## src/page_framebuffer_line_drawer_unit_assert.svh

```systemverilog
// assertion helpers, clocked on i_clk, disabled in reset
`ifndef PAGE_FRAMEBUFFER_LINE_DRAWER_UNIT_ASSERT_SVH
`define PAGE_FRAMEBUFFER_LINE_DRAWER_UNIT_ASSERT_SVH

// consequent in the same cycle
`define PFLD_ASSERT_NOW(lbl, ante, cons, msg) \
    lbl: assert property (@(posedge i_clk) disable iff (!i_rst_n) (ante) |-> (cons)) \
        else $error(msg);

// consequent in the next cycle
`define PFLD_ASSERT_NEXT(lbl, ante, cons, msg) \
    lbl: assert property (@(posedge i_clk) disable iff (!i_rst_n) (ante) |=> (cons)) \
        else $error(msg);

`endif

```

## src/pfld_pkg.sv

```systemverilog
package pfld_pkg;

    localparam int PAGE_ROWS = 8;
    localparam logic [7:0] BYTE_MASK = 8'hFF;

    typedef enum logic [1:0] {
        OP_PLOT  = 2'd0,
        OP_LINE  = 2'd1,
        OP_READ  = 2'd2,
        OP_CLEAR = 2'd3
    } t_op;

    typedef enum logic [4:0] {
        S_CLEAR = 5'b00001,
        S_IDLE  = 5'b00010,
        S_LINE  = 5'b00100,
        S_READ  = 5'b01000,
        S_DONE  = 5'b10000
    } t_state;

    typedef struct packed {
        logic load;
        logic clr_init;
        logic clr_step;
        logic pix_issue;
        logic rd_issue;
        logic out_load;
    } t_dp_cmd;

    typedef struct packed {
        logic at_end;
        logic clr_last;
        logic out_free;
    } t_dp_stat;

endpackage

```

## src/pfld_ctrl.sv

```systemverilog
module pfld_ctrl
    import pfld_pkg::*;
(
    input  logic       i_clk,
    input  logic       i_rst_n,
    input  logic       i_valid,
    input  logic [1:0] i_op,
    output logic       o_ready,
    input  t_dp_stat   i_stat,
    output t_dp_cmd    o_cmd
);

    t_state r_state, n_state;
    logic   r_clr_resp, n_clr_resp;

    always_comb begin
        n_state    = r_state;
        n_clr_resp = r_clr_resp;
        o_cmd      = '0;
        o_ready    = 1'b0;
        case (r_state)
            S_CLEAR: begin
                o_cmd.clr_step = 1'b1;
                if (i_stat.clr_last) begin
                    n_state = r_clr_resp ? S_DONE : S_IDLE;
                end
            end
            S_IDLE: begin
                o_ready = 1'b1;
                if (i_valid) begin
                    o_cmd.load = 1'b1;
                    case (t_op'(i_op))
                        OP_PLOT, OP_LINE: n_state = S_LINE;
                        OP_READ:          n_state = S_READ;
                        default: begin
                            o_cmd.clr_init = 1'b1;
                            n_clr_resp     = 1'b1;
                            n_state        = S_CLEAR;
                        end
                    endcase
                end
            end
            S_LINE: begin
                o_cmd.pix_issue = 1'b1;
                if (i_stat.at_end) begin
                    n_state = S_DONE;
                end
            end
            S_READ: begin
                o_cmd.rd_issue = 1'b1;
                n_state        = S_DONE;
            end
            S_DONE: begin
                if (i_stat.out_free) begin
                    o_cmd.out_load = 1'b1;
                    n_state        = S_IDLE;
                end
            end
            default: begin
                n_state = S_IDLE;
            end
        endcase
    end

    always_ff @(posedge i_clk) begin
        if (!i_rst_n) begin
            r_state    <= S_CLEAR;
            r_clr_resp <= 1'b0;
        end else begin
            r_state    <= n_state;
            r_clr_resp <= n_clr_resp;
        end
    end

endmodule

```

## config.mk

```make
export PLATFORM = sky130hd
export DESIGN_NAME = pfld_ctrl
export DESIGN_NICKNAME = d
export VERILOG_FILES = /design/src/page_framebuffer_line_drawer_unit_assert.svh /design/src/pfld_pkg.sv /design/src/pfld_ctrl.sv
export SDC_FILE = /design/constraint.sdc
export NUM_CORES = 1
export LEC_CHECK = 0
export BUFFER_PORTS_ARGS = -buffer_cell sky130_fd_sc_hd__buf_2
export CAP_MARGIN = 30
export CORE_AREA = 2 2 39 41
export CTS_BUF_LIST = sky130_fd_sc_hd__clkbuf_16
export DETAILED_ROUTE_END_ITERATION = 16
export DIE_AREA = 0 0 41 43
export PLACE_DENSITY_LB_ADDON = 0.12
export SLEW_MARGIN = 20
export SYNTH_ARGS = -nofsm -noshare
export SYNTH_HDL_FRONTEND = slang
export SYNTH_SLANG_ARGS = --single-unit
```

## constraint.sdc

```tcl
create_clock -name i_clk -period 1.52 [get_ports i_clk]
set_input_delay 0.304 -clock i_clk [delete_from_list [all_inputs] [get_ports i_clk]]
set_output_delay 0.304 -clock i_clk [all_outputs]
set_load 0.03 [all_outputs]
```

==> results of run 1 <==
## report_power, final
part	switching [mW]	total [mW]	internal (mW)
Sequential	0.00554	0.173	0.168
Combinational	0.0900	0.184	0.0938
Clock	0.0861	0.423	0.337
## kinds of logic (layout without fill, tap and decap cells)
kind of cell	after synthesis	count (layout)	share of synthesized area
buffers and inverters	2	29	0.0242
AO/OA/AOI/OAI	5	5	0.0934
AND/OR/NAND/NOR	27	27	0.550
flip-flops	6	6	0.332
## routing by layer
metal	vias up	share of wire	GRT usage
met4	0	0.035	0.120
met5	-	0	0
met2	17	0.48	0.213
li1	212	-	-
met3	4	0.058	0.0314
met1	189	0.42	0.167
## sequential cells by signal (all words and copies together), names as in the netlist
signal	count
r_state	5
r_clr_resp	1
## layout make-up
class	instances	share of cell area
multi-input combinational	32	0.438
timing repair buffer	25	0.259
inverter	1	0.00515
sequential	6	0.167
tap	16	0.0275
clock buffer	3	0.103
## through the flow
step	power, mW	hold slack (ns)	TNS, ns	instances
floorplan	0.260	0.381	-0.00224	40
global placement	0.316	0.463	-0.0644	77
detailed placement	0.316	0.467	-0.0660	77
CTS	0.759	0.261	-0.440	80
global route	0.806	0.290	-0.944	83
finish	0.781	0.274	-0.617	83
## final timing paths
kind / start / to / slack [ns] / cells after the start
setup / recovery: r_state[2]$_SDFFE_PN0P_ / o_cmd[1] / -0.19 / 4
hold / removal: i_op[0] / r_state[3]$_SDFFE_PN0P_ / 0.27 / 2
setup reg to reg: r_state[2]$_SDFFE_PN0P_ / r_state[4]$_SDFFE_PN0P_ / -0.07 / 4
hold reg to reg: r_clr_resp$_SDFFE_PN0P_ / r_clr_resp$_SDFFE_PN0P_ / 0.47 / 1
## cells in the mapped netlist (all sizes together)
master  n
nand4b  2
nor4bb  1
nand3   1
o31ai   1
and3    1
o22ai   3
or2     1
o21a    1
nand4   1
buf     1
dfxtp   6
and4    2
nor3b   4
inv     1
nor4    1
and2    2
nor2    4
or4b    1
nand3b  4
nand2   1
or3     1
## timing repair
item                       CTS  global route
resized for setup           14            16
pin swaps                    2             8
setup buffers                0             3
setup endpoints to repair   10            10
==> results.ini, run 1 <==
[clock_network]
h-tree-depth = 1
cts_sinks = 6
ctsHoldBuffers = 0
cts_made_buffers = 3
clock_latency_ns = 0.23
clockBufferDepth = 2
cts_root_buffer = clkbuf_16
cts_tree = done
clk_pin_slew_ns = 0.03

[floorplanning]
floorplan.initialDensity = 0.261
die-height_um = 43
core-area_um2 = 1380
die_x_um = 41
std_cell_rows = 14
fp.dieArea_um2 = 1760
ios = 15

[final_layout]
multiInputGateArea_um2 = 319
nets = 77
n_antenna_cell = 0
fill_cells = 130
design_area_um2 = 728
layout-drive-gt1-share = 0.731
most-common-layout-cells = buf_4, buf_2, buf_6, dfxtp_1, nand3b_1
seqCellArea_um2 = 121
final_util = 0.526
area_growth_pct = 101
mostFrequentLayoutCell = buf_4

[yosys]
synth.avg_cell_area_um2 = 9.04
synthCells = 40
ys_seq_area_frac = 0.332
ys_seq_elements = 6
ys_types = 21
syn_nets = 48
synthTopCellsByArea = dfxtp_1, nand3b_1, nor3b_1, o22ai_1, and4_1
yosysWarnings = 0
synth_top_area_share = 0.332
synth_area_leader_cell = dfxtp_1
synth.cell_area_um2 = 362

[place]
gp_congestion = 0.833
hpwl_um = 775
dpl_cell_area_um2 = 519
dp_slack_ns = -0.0336
port_buffers = 14

[routing]
ant_nets = 0
drt-total-wl_um = 1150
drt-initial-drc-count = 2
drc = 0
viasPerCell = 5.08
routedWlPerCell_um = 13.9
dr_total_vias = 422
firstDrtPassIters = 2

[timing]
worst_slack_ns = -0.189
slew_violations = 0
rsz0062_at_grt = true
setup_viol_count_final = 9
worstMarginPinSlew_ns = 0.308
period_share = 1.12
timing.fmax_ghz = 0.585
final.setup_skew_ns = 0.00165
hold_viol = 0
relSlewSlack = 0.793
fin_crit_ns = 1.71

[setup_path]
crit_required_ns = 1.22
startpoint_type = register
crit_chain = or3_4, buf_6, nor3b_2, buf_4
critical-path-top-delay-family = simple AND/OR/NAND/NOR gates
crit_fanout = 3
endpoint_kind = output port
critPathMaxStageDelay_ns = 0.40
cp.buffers_inverters = 2
arrival_ns = 1.40
path_class = reg -> out
crit_slowest_cell = or3_4

[global_route]
antenna_found_initial = 0
grt_overflow = 0
grt_pass1_vias = 407
grt_max_degree = 7
grt_pass1_wl_um = 1640
track_usage = 0.145

[run]
drv_cap = 0

[run_status]
status = finished, violations left
violations = negative setup slack

[power_and_ir_drop]
ir_drop_mv = 1.07
leakage_nw = 0.318
powerDensity_nw_per_um2 = 1070

[min_path]
hold_class = in -> reg

(Power assumes the default switching activity.)
==> run 2, diff against run 1 <==
--- a/config.mk
+++ b/config.mk
@@ -5,12 +5,14 @@
 export SDC_FILE = /design/constraint.sdc
 export NUM_CORES = 1
 export LEC_CHECK = 0
+export ABC_AREA = 1
 export BUFFER_PORTS_ARGS = -buffer_cell sky130_fd_sc_hd__buf_2
 export CAP_MARGIN = 30
 export CORE_AREA = 2 2 39 41
 export CTS_BUF_LIST = sky130_fd_sc_hd__clkbuf_16
 export DETAILED_ROUTE_END_ITERATION = 16
 export DIE_AREA = 0 0 41 43
+export MAX_ROUTING_LAYER = met4
 export PLACE_DENSITY_LB_ADDON = 0.12
 export SLEW_MARGIN = 20
 export SYNTH_ARGS = -nofsm -noshare
==> constraint.sdc (replaced) <==
create_clock -name i_clk -period 1.52 [get_ports i_clk]
set_input_delay 0 -clock i_clk [delete_from_list [all_inputs] [get_ports i_clk]]
set_output_delay 0 -clock i_clk [all_outputs]
set_load 0.03 [all_outputs]
==> results.ini, run 2 <==
[power_and_ir_drop]
p_int_mw = 0.544  ; -9.1%
swShare = 0.238  ; +0.00533
p_sw_mw = 0.170  ; -6.4%
leakage_nw = 0.318  ; -0.17%
comb_power_share = 0.160  ; -0.075
p_seq_frac = 0.247  ; +0.025
powerDensity_nw_per_um2 = 1260  ; +18%
ir_drop_mv = 0.569  ; -47%
clockPowerShare = 0.593  ; +0.050

[clock_network]
post_cts_buffers = 0  ; unchanged
clockBufferDepth = 2  ; unchanged
h-tree-depth = 1  ; unchanged
cts_sinks = 6  ; unchanged
cts_made_buffers = 3  ; unchanged
clock_latency_ns = 0.23  ; about the same
cts_root_buffer = clkbuf_16
cts-resized-gates = 0  ; -14
cts_tree = done
clk_pin_slew_ns = 0.03  ; about the same

[yosys]
ys_seq_elements = 6  ; unchanged
yosysWarnings = 0  ; unchanged
ys.flop_type = dfxtp_1
synthTopCellsByArea = dfxtp_1, inv_1, nand3_1, nand2_1, nor2_1
ys_async_sr_fraction = 0  ; unchanged
synthCells = 59  ; +48%
ys_types = 15  ; -29%
synth.cell_area_um2 = 390  ; +8.0%
syn_nets = 67  ; +40%
synth_most_common_cell = inv_1
synth.avg_cell_area_um2 = 6.62  ; -27%
ys_top_cells_by_count = inv_1, nand2_1, nor2_1
ys_seq_area_frac = 0.308  ; -0.0245
synth-edff-count = 0  ; unchanged
synth_area_leader_cell = dfxtp_1
synth_top_area_share = 0.308  ; -0.0245

[routing]
dr_total_vias = 419  ; -0.71%
viasPerCell = 4.51  ; -11%
firstDrtPassIters = 3  ; +1
ant_nets = 0  ; unchanged
drt-initial-drc-count = 3  ; +1
routedWlPerCell_um = 9.97  ; -28%
drc = 0  ; unchanged
drt-total-wl_um = 927  ; -20%

[setup_path]
cp-startpoint = r_state[3]$_SDFFE_PN0P_
crit_fanout = 6  ; +3
crit_chain = nor2_4, nand3_2, nor3_2, buf_2
path_class = reg -> out
crit_cells = 4  ; unchanged
critical-path-top-delay-family = simple AND/OR/NAND/NOR gates
rrSetupSlack_ns = 0.36  ; +0.43 ns
crit_required_ns = 1.52  ; +0.30 ns
ff2ff_path_depth = 6  ; +2
crit_slowest_cell = dfxtp_1
r2r_start = r_state[0]$_SDFFE_PN1P_
critPathMaxStageDelay_ns = 0.34  ; -0.06 ns
startpoint_type = register
cp.buffers_inverters = 1  ; -1
crit_end = o_cmd[4]
endpoint_kind = output port
arrival_ns = 1.27  ; -0.13 ns
rr_endpoint = r_state[2]$_SDFFE_PN0P_

[final_layout]
layout-drive-gt1-share = 0.364  ; -0.368
largestRegisters = r_state: 5 flops, r_clr_resp: 1 flops
n_antenna_cell = 0  ; unchanged
mostFrequentLayoutCell = buf_2
most-common-layout-cells = buf_2, inv_1, nand2_1, nor2_1, nand3_1
design_area_um2 = 566  ; -22%
area_growth_pct = 44.9
final_cells = 93  ; +12%
fill_cells = 155  ; +19%
largest-register = r_state
nets = 87  ; +13%
largest_reg_flops = 5  ; unchanged

[floorplanning]
die_x_um = 41  ; unchanged
core-area_um2 = 1380  ; unchanged
std_cell_rows = 14  ; unchanged
die-height_um = 43  ; unchanged
ios = 15  ; unchanged
floorplan.initialDensity = 0.282  ; +0.0208
fp.dieArea_um2 = 1760  ; unchanged

[place]
dpl_cell_area_um2 = 480  ; -7.5%
hpwl_um = 721  ; -6.9%
port_buffers = 14  ; unchanged
gp_congestion = 0.765  ; -8.2%
dp_cells = 89  ; +16%

[timing]
timing.fmax_ghz = 0.785  ; +34%
relSlewSlack = 0.867  ; +0.0739
worstMarginPinSlew_ns = 0.200  ; -0.108 ns
setup_viol_count_final = 0  ; -9
fin_tns_setup_ns = 0  ; +0.617 ns
rsz0062_at_grt = false
period_share = 0.838  ; -0.287
hold_viol = 0  ; unchanged
fin_crit_ns = 1.27  ; -0.436 ns
slew_violations = 0  ; unchanged
final.setup_skew_ns = 0.00230  ; +0.000654 ns

[global_route]
track_usage = 0.141  ; -0.00320
grt_overflow = 0  ; unchanged
grt_pass1_wl_um = 1580  ; -3.4%
grt_max_degree = 8  ; +1
antenna_found_initial = 0  ; unchanged
grt_pass1_vias = 416  ; +2.2%

[run]
drv_cap = 0  ; unchanged

[min_path]
hold_class = in -> reg
whs_path_depth = 4  ; +2

[run_status]
status = complete, no violations

-- run 2: cell count changes after synthesis, sizes merged, moves of 3 or more --
cell / before / now
nand2: 1 / 8
inv: 1 / 14
nor3b: 4 / 0
nor2: 4 / 13
nand3: 1 / 8
o22ai: 3 / 0
a21oi: 0 / 3
nand3b: 4 / 0
nand4: 1 / 5
-- run 2: power groups by stage --
stage               clock network [mW]  registers (mW)  logic, mW
floorplan                            0           0.177     0.0831
global placement                     0           0.178      0.114
detailed placement                   0           0.178      0.113
CTS                              0.425           0.176      0.116
global route                     0.429           0.177      0.131
finish                           0.424           0.176      0.115
-- run 2: final cells by class --
type                       count  area [um2]  area share
clock buffer                   3        75.1       0.133
inverter                      14        52.6      0.0929
multi-input combinational     39         218       0.385
sequential                     6         120       0.212
tap                           16        20.0      0.0354
timing repair buffer          15        80.1       0.142
-- run 2: worst min-delay path by stage --
stage / slack [ns] / endpoint / startpoint
2_1_floorplan: 0.08 / r_state[0]$_SDFFE_PN1P_ / i_rst_n
3_3_place_gp: 0.22 / r_state[0]$_SDFFE_PN1P_ / i_rst_n
3_5_place_dp: 0.22 / r_state[0]$_SDFFE_PN1P_ / i_rst_n
4_1_cts: 0.05 / r_state[3]$_SDFFE_PN0P_ / i_op[0]
5_1_grt: 0.07 / r_state[3]$_SDFFE_PN0P_ / i_op[0]
6_report: 0.04 / r_state[3]$_SDFFE_PN0P_ / i_op[0]
-- run 2: cell families (layout without fill, tap and decap cells) --
kind of cell / after synthesis / in the layout / share of synthesized area
buffers and inverters: 14 / 32 / 0.135
AND/OR/NAND/NOR: 36 / 36 / 0.510
AO/OA/AOI/OAI: 3 / 3 / 0.0481
flip-flops: 6 / 6 / 0.308
-- run 2: tightest hold or removal path: stages --
cell and delay (ns):
buf_2 0.09, nor3_1 0.04, nand2_1 0.05, nor2_1 0.03
-- run 2: metrics by stage --
step                setup WS (ns)  hold WS, ns  total power [mW]  utilization
global route                0.111       0.0741             0.737        0.409
CTS                         0.224       0.0452             0.717        0.409
finish                      0.247       0.0365             0.714        0.409
floorplan                   0.246       0.0841             0.260            -
detailed placement          0.387        0.219             0.292        0.347
global placement            0.354        0.220             0.292        0.347
-- run 2: layer usage --
layer / global-route usage / up-vias / part of all wire
li1: - / 225 / -
met1: 0.169 / 173 / 0.43
met2: 0.200 / 16 / 0.46
met3: 0.0314 / 5 / 0.063
met4: 0.100 / 0 / 0.039
met5: - / - / 0
-- run 2: repair_timing --
item,4_1_cts,5_1_grt
hold buffers,1,0
hold endpoints to repair,1,0
setup endpoints to repair,0,0
